`src/design/integer_to_ascii_formatter_assert.svh`:
```
// Assertion macros for the formatter RTL.
// Used by i2a_seq.sv; no other dependencies.
`ifndef INTEGER_TO_ASCII_FORMATTER_ASSERT_SVH
`define INTEGER_TO_ASCII_FORMATTER_ASSERT_SVH

// Same-cycle implication, disabled in reset.
`define I2A_ASSERT_IMP(label, clk, rst, a, b) \
  label: assert property (@(posedge clk) disable iff (rst) (a) |-> (b)) \
    else $error("i2a assertion failed");

// Next-cycle implication, disabled in reset.
`define I2A_ASSERT_NXT(label, clk, rst, a, b) \
  label: assert property (@(posedge clk) disable iff (rst) (a) |=> (b)) \
    else $error("i2a assertion failed");

`endif

```
`src/design/i2a_pkg.sv`:
```
// Types, constants and helpers for the integer to ASCII formatter.
// No dependencies; imported by every module of the block.
`timescale 1ns / 1ps

package i2a_pkg;

  localparam int NDIG     = 10;            // BCD digits held in the digit register
  localparam int HEX_NDIG = 8;
  localparam int WORD_W   = 32;
  localparam int DIG_W    = 4 * NDIG;

  localparam logic [7:0] CHAR_0     = 8'h30;
  localparam logic [7:0] CHAR_A     = 8'h41;
  localparam logic [7:0] CHAR_MINUS = 8'h2d;
  localparam logic [7:0] CHAR_X     = 8'h78;

  typedef struct packed {
    logic              func;
    logic [WORD_W-1:0] value;
  } in_t;

  typedef struct packed {
    logic [7:0] ch;
    logic       last;
  } out_t;

  typedef enum logic [2:0] {
    ST_IDLE,
    ST_CONV,
    ST_SIGN,
    ST_PFX0,
    ST_PFXX,
    ST_SKIP,
    ST_EMIT
  } state_t;

  typedef enum logic [2:0] {
    OP_HOLD,
    OP_LOAD_DEC,
    OP_LOAD_HEX,
    OP_STEP,
    OP_SHIFT
  } op_t;

  function automatic logic [7:0] hex_char(input logic [3:0] n);
    logic [7:0] r;
    if (n < 4'd10) begin
      r = CHAR_0 + {4'h0, n};
    end else begin
      r = CHAR_A + {4'h0, n} - 8'd10;
    end
    return r;
  endfunction

endpackage

```
`src/design/integer_to_ascii_formatter.sv`:
```
// Top level of the integer to ASCII formatter.
// Depends on i2a_pkg, i2a_conv and i2a_seq.
//
//  channel  ports                       handshake
//  input    cmd (in_t: func, value)     start, taken when busy is low
//  output   result (out_t: ch, last)    strobe, one per character
//
// Decimal: a load, the shift/add-3 steps over every magnitude bit, '-' if
// negative, then leading zero digits are dropped one at a time (at least one
// digit is kept) and the remaining digits are emitted. Hex: a load, the '0'
// and 'x' prefix characters, then the same zero skip and digit emission. Each
// character strobes in the cycle after its emit cycle, so the last one overlaps
// the idle cycle that can take the next word. Reset is synchronous and clears
// only control state. The receiver cannot stall; results stream out.
`timescale 1ns / 1ps

module integer_to_ascii_formatter import i2a_pkg::*; (
  input  logic clk,
  input  logic rst,
  input  logic start,
  input  in_t  cmd,
  output logic busy,
  output logic strobe,
  output out_t result
);

  op_t        op;
  logic [3:0] top;

  i2a_conv u_conv (
    .clk   (clk),
    .op    (op),
    .value (cmd.value),
    .top   (top)
  );

  i2a_seq u_seq (
    .clk    (clk),
    .rst    (rst),
    .start  (start),
    .cmd    (cmd),
    .top    (top),
    .op     (op),
    .busy   (busy),
    .strobe (strobe),
    .result (result)
  );

endmodule

```
`src/design/i2a_conv.sv`:
```
// Digit register with the shift/add-3 unit (binary to BCD, one bit
// per cycle) and a one-digit left shift for emission. Depends on i2a_pkg.
`timescale 1ns / 1ps

module i2a_conv import i2a_pkg::*; (
  input  logic              clk,
  input  op_t               op,
  input  logic [WORD_W-1:0] value,
  output logic [3:0]        top
);

  logic [WORD_W-1:0] mag;
  logic [DIG_W-1:0]  dig;
  logic [DIG_W-1:0]  adj;

  // add 3 to every digit of 5 or more before the shift
  always_comb begin
    for (int i = 0; i < NDIG; i++) begin
      if (dig[4*i +: 4] >= 4'd5) begin
        adj[4*i +: 4] = dig[4*i +: 4] + 4'd3;
      end else begin
        adj[4*i +: 4] = dig[4*i +: 4];
      end
    end
  end

  always_ff @(posedge clk) begin
    case (op)
      OP_LOAD_DEC: begin
        mag <= value[WORD_W-1] ? (~value + 1'b1) : value;
        dig <= '0;
      end
      OP_LOAD_HEX: begin
        mag <= '0;
        dig <= {value, {(DIG_W-WORD_W){1'b0}}};
      end
      OP_STEP: begin
        dig <= {adj[DIG_W-2:0], mag[WORD_W-1]};
        mag <= {mag[WORD_W-2:0], 1'b0};
      end
      OP_SHIFT: begin
        dig <= {dig[DIG_W-5:0], 4'h0};
      end
      default: begin
      end
    endcase
  end

  assign top = dig[DIG_W-1 -: 4];

endmodule

```
`src/design/i2a_seq.sv`:
```
// Sequencer: drives the digit unit, emits sign/prefix/digit characters.
// Depends on i2a_pkg and integer_to_ascii_formatter_assert.svh.
`timescale 1ns / 1ps
`include "integer_to_ascii_formatter_assert.svh"

module i2a_seq import i2a_pkg::*; (
  input  logic       clk,
  input  logic       rst,
  input  logic       start,
  input  in_t        cmd,
  input  logic [3:0] top,
  output op_t        op,
  output logic       busy,
  output logic       strobe,
  output out_t       result
);

  state_t     state, state_next;
  logic [4:0] cnt, cnt_next;
  logic [3:0] rem, rem_next;
  logic       neg, neg_next;
  logic       emit;
  out_t       emit_word;

  // next state
  always_comb begin
    state_next = state;
    cnt_next   = cnt;
    rem_next   = rem;
    neg_next   = neg;
    case (state)
      ST_IDLE: begin
        if (start) begin
          cnt_next   = '0;
          neg_next   = ~cmd.func & cmd.value[WORD_W-1];
          rem_next   = cmd.func ? 4'(HEX_NDIG) : 4'(NDIG);
          state_next = cmd.func ? ST_PFX0 : ST_CONV;
        end
      end
      ST_CONV: begin
        cnt_next = cnt + 5'd1;
        if (cnt == 5'(WORD_W-1)) begin
          state_next = neg ? ST_SIGN : ST_SKIP;
        end
      end
      ST_SIGN: state_next = ST_SKIP;
      ST_PFX0: state_next = ST_PFXX;
      ST_PFXX: state_next = ST_SKIP;
      ST_SKIP: begin
        if (top == 4'h0 && rem > 4'd1) begin
          rem_next = rem - 4'd1;
        end else begin
          state_next = ST_EMIT;
        end
      end
      ST_EMIT: begin
        rem_next = rem - 4'd1;
        if (rem == 4'd1) begin
          state_next = ST_IDLE;
        end
      end
      default: state_next = ST_IDLE;
    endcase
  end

  // outputs
  always_comb begin
    op             = OP_HOLD;
    emit           = 1'b0;
    emit_word.ch   = hex_char(top);
    emit_word.last = 1'b0;
    case (state)
      ST_IDLE: begin
        if (start) begin
          op = cmd.func ? OP_LOAD_HEX : OP_LOAD_DEC;
        end
      end
      ST_CONV: op = OP_STEP;
      ST_SIGN: begin
        emit         = 1'b1;
        emit_word.ch = CHAR_MINUS;
      end
      ST_PFX0: begin
        emit         = 1'b1;
        emit_word.ch = CHAR_0;
      end
      ST_PFXX: begin
        emit         = 1'b1;
        emit_word.ch = CHAR_X;
      end
      ST_SKIP: begin
        if (top == 4'h0 && rem > 4'd1) begin
          op = OP_SHIFT;
        end
      end
      ST_EMIT: begin
        op             = OP_SHIFT;
        emit           = 1'b1;
        emit_word.last = (rem == 4'd1);
      end
      default: begin
      end
    endcase
  end

  always_ff @(posedge clk) begin
    if (rst) begin
      state  <= ST_IDLE;
      strobe <= 1'b0;
      cnt    <= '0;
      rem    <= '0;
      neg    <= 1'b0;
    end else begin
      state  <= state_next;
      strobe <= emit;
      cnt    <= cnt_next;
      rem    <= rem_next;
      neg    <= neg_next;
    end
  end

  always_ff @(posedge clk) begin
    if (emit) begin
      result <= emit_word;
    end
  end

  assign busy = (state != ST_IDLE);

  `I2A_ASSERT_NXT(a_start_busy, clk, rst, start && !busy, busy)
  `I2A_ASSERT_NXT(a_gap_after_last, clk, rst, strobe && result.last, !strobe)
  `I2A_ASSERT_IMP(a_idle_strobe_last, clk, rst, strobe && !busy, result.last)
  `I2A_ASSERT_IMP(a_emit_rem, clk, rst, state == ST_EMIT, rem != 4'd0)

endmodule
```
`config.mk`:
```
export PLATFORM = sky130hd
export DESIGN_NAME = integer_to_ascii_formatter
export DESIGN_NICKNAME = d
export VERILOG_FILES = /design/src/design/i2a_pkg.sv /design/src/design/integer_to_ascii_formatter.sv /design/src/design/i2a_conv.sv /design/src/design/i2a_seq.sv
export VERILOG_INCLUDE_DIRS = /design/src /design/src/design
export SDC_FILE = /design/constraint.sdc
export NUM_CORES = 1
export LEC_CHECK = 0
export BUFFER_PORTS_ARGS = -buffer_cell sky130_fd_sc_hd__buf_4
export CORE_MARGIN = 1.5
export CORE_UTILIZATION = 57
export CTS_BUF_LIST = sky130_fd_sc_hd__clkbuf_2 sky130_fd_sc_hd__clkbuf_4 sky130_fd_sc_hd__clkbuf_8
export CTS_CLUSTER_SIZE = 8
export DETAILED_ROUTE_END_ITERATION = 12
export GPL_TIMING_DRIVEN = 0
export PLACE_DENSITY = 0.86
export SLEW_MARGIN = 10
export SYNTH_ARGS = -nofsm -noshare
export SYNTH_HDL_FRONTEND = slang
export SYNTH_SLANG_ARGS = --single-unit
```
`constraint.sdc`:
```
create_clock -name clk -period 3.1 [get_ports clk]
set_clock_uncertainty 0.05 [all_clocks]
set_input_delay 0.62 -clock clk [delete_from_list [all_inputs] [get_ports clk]]
set_output_delay 0.62 -clock clk [all_outputs]
set_load 0.005 [all_outputs]
```
==> impl_results.md <==
- Clk pwr share: 0.187
- Residual DRC: 0
- Crit-path cells: inv_1 -> ha_1 -> nor3b_1 -> o311ai_0 -> a21oi_1 -> buf_4 -> buf_2 -> nand2b_4 -> buf_16
- Setup WS post-layout: 0.175 ns
- Slowest-stage cell, CP: edfxtp_1
- Die Height: 105 um
- Min-Delay Path Class: in2reg
- Number of CTS-inserted buffers: 9
- Worst path top cell family by delay: buffers and inverters
- Width of the die: 105 um
- Synthesized instance count: 615
- Seq pwr share: 0.453
- Ranking of synthesized cells by area: edfxtp_1 (40%), ha_1 (5.5%), dfxtp_1 (4.7%)
- Largest net degree at the start of global routing: 34
- CTS H-tree lvls: 3
- DR vias: 5059
- Most common flop cell mapped by yosys: edfxtp_1
- Antenna Nets Post-Route: 0
- Min Hold Slack: 0.415 ns
- Global route total overflow: 0
- Routability cong.: 0.921
- #FFs+latches synth: 94
- Place WS: 0.101 ns
- Leading cell types by count after synthesis: edfxtp_1 (80), nand2_1 (72), o21ai_0 (49)
- Worst setup SP type: flip-flop
- CTS clk-pin slew, worst paths: 0.09 ns
- Site Rows: 37
- Leak pwr: 0.00264 uW
- Net load switching power: 1790 uW
- RSZ-0062 raised after global routing: false
- CTS Sinks: 94
- Crit-path max FO: 26
- Critical Path RT: 3.12 ns
- GR Util All Layers: 0.260
- Layout cells sized above 1: 0.133
- Port Buffers: 45
- Post-Syn Area: 5950 um2
- Post-CTS Setup Inserts: 0
- Pwr dens: 728 nW/um2
- Hold Path Stages: 2
- Cell Area, Placed: 6490 um2
- Final period utilization: 0.943
- Slew Limit Fails: 0
- Initial Util: 0.582
- Die ar.: 11100 um2
- IO Pins: 47
- F_max: 342 MHz
- Outcome: completed
- First-pass DRT Iterations: 5
- CTS tree: done
- Post-layout net count: 734
- Maxcap violations: 0
- Wirelength per Cell: 17.6 um
- Number of synthesis warnings: 0
- Drt first-iter violations: 590
- First-pass GRT wire length: 22700 um
- Maximum VDD drop: 0.325 mV
- Synth area leader: edfxtp_1
- Yosys cell types: 55
- Initial antenna violation count: 0
- CTS root buf: clkbuf_8
- Fillers: 796
- Ant diodes: 0
- Avg Inst Size Synth: 9.68 um2
- Reg2reg path depth: 9
- Synthesis-to-finish area growth: 12.8%
- Final Non-Filler Cells: 813
- Sequential area share after synthesis: 0.451
- Vias in the first global route: 4741
- Placed Instances: 797
- Post-synth net total: 677
- Worst-skew pair later-pin latency: 0.37 ns
- Routed WL: 14300 um
- Crit path DAT: 2.95 ns
- Sw Share: 0.367
- Post-route cell area: 6720 um2
- Vias/cell: 6.22
- Core footprint: 10200 um2
- Comb pwr share: 0.360
- Final Setup Violations: 0
- Max incr delay on CP: 0.45 ns
- Critical Path End Type: flip-flop
- Async SR Flop Fraction: 0
- Fin. Hold Viols: 0
- Slew margin rel.: 0.517
- Most frequent cell after synthesis: edfxtp_1
- CP bufs+invs: 4
- Post-route minimum period: 2.92 ns
- Synth top area share: 0.404
- WS Path Type: reg2reg
- Cell Int Power: 3100 uW
- Clock buffer depth: 2
- Stages on the worst setup path: 9
- Setup TNS: 0 ns
- Worst slew pin tran: 0.724 ns
- Post-synth EDFFs: 80
- Post-DP HPWL: 10500 um
## registers in the layout, indices dropped and copies added, names as in the netlist
register,flops
u_seq.strobe,1
u_seq.rem,4
u_conv.mag,32
u_seq.cnt,5
u_seq.result,8
u_conv.dig,40
u_seq.state,3
u_seq.neg,1
## per-stage QoR
step / power [uW] / utilization
2_1_floorplan: 3420 / -
3_3_place_gp: 3820 / 0.631
3_5_place_dp: 3960 / 0.634
4_1_cts: 4880 / 0.655
5_1_grt: 5190 / 0.656
6_report: 4890 / 0.656
## placed cells by master, fill, tap and decap left out, types with 16 or more instances in the layout
cell type  Yosys  routed
xor2_1        29      29
ha_1          26      26
a222oi_1      16      16
a21oi_1       42      42
nand2_1       72      72
edfxtp_1      80      80
a221o_1       17      17
buf_4          2      47
nor2_1        48      48
inv_1         47      46
o21ai_0       49      49
## final timing paths
kind	to	slack, ns	from
hold / removal	u_seq.state[2]	0.41	rst
setup / recovery	u_conv.dig[22]	0.18	u_conv.dig[37]
hold reg to reg	u_seq.cnt[4]	0.43	u_seq.cnt[4]
setup reg to reg	u_conv.dig[22]	0.18	u_conv.dig[37]
## area by class of cell
type | instances | area (um2) | area share
Clock buffer | 10 | 131 | 0.0196
Multi-Input combinational cell | 446 | 2970 | 0.443
Clock inverter | 6 | 85.1 | 0.0127
Buffer | 27 | 123 | 0.0183
Inverter | 48 | 184 | 0.0274
Timing Repair Buffer | 46 | 365 | 0.0544
Sequential cell | 94 | 2680 | 0.399
Tap cell | 136 | 170 | 0.0253
## metal layers
metal,GRT usage,vias to the layer above,part of all wire
met3,0.0518,32,0.072
met4,0.0930,0,0.021
met5,0,-,0
li1,-,2374,-
met1,0.327,2444,0.40
met2,0.443,209,0.51
## power by group through the flow
stage               Combinational, uW  Clock, uW  Sequential (uW)
floorplan                        1270          0             2150
global placement                 1600          0             2220
detailed placement               1730          0             2230
CTS                              1750        922             2210
global route                     1960        970             2260
finish                           1760        915             2210
## kinds of logic (layout without fill, tap and decap cells)
group | Yosys count | count (layout) | share of synthesized area
adders and majority gates | 26 | 26 | 0.0547
DFF | 94 | 94 | 0.451
other | 1 | 1 | 0.000630
xor gates and xnor gates | 42 | 42 | 0.0618
AOI/OAI and AO/OA | 167 | 167 | 0.195
muxes | 11 | 11 | 0.0185
buffers and inverters | 75 | 137 | 0.0509
and+or+nand+nor | 199 | 199 | 0.168
## timing repair
item,in CTS,in global routing
endpoints found under the setup margin,0,59
hold buffers,0,0
gates resized for setup,0,2
Note: power is estimated with default switching activity, not from simulation.
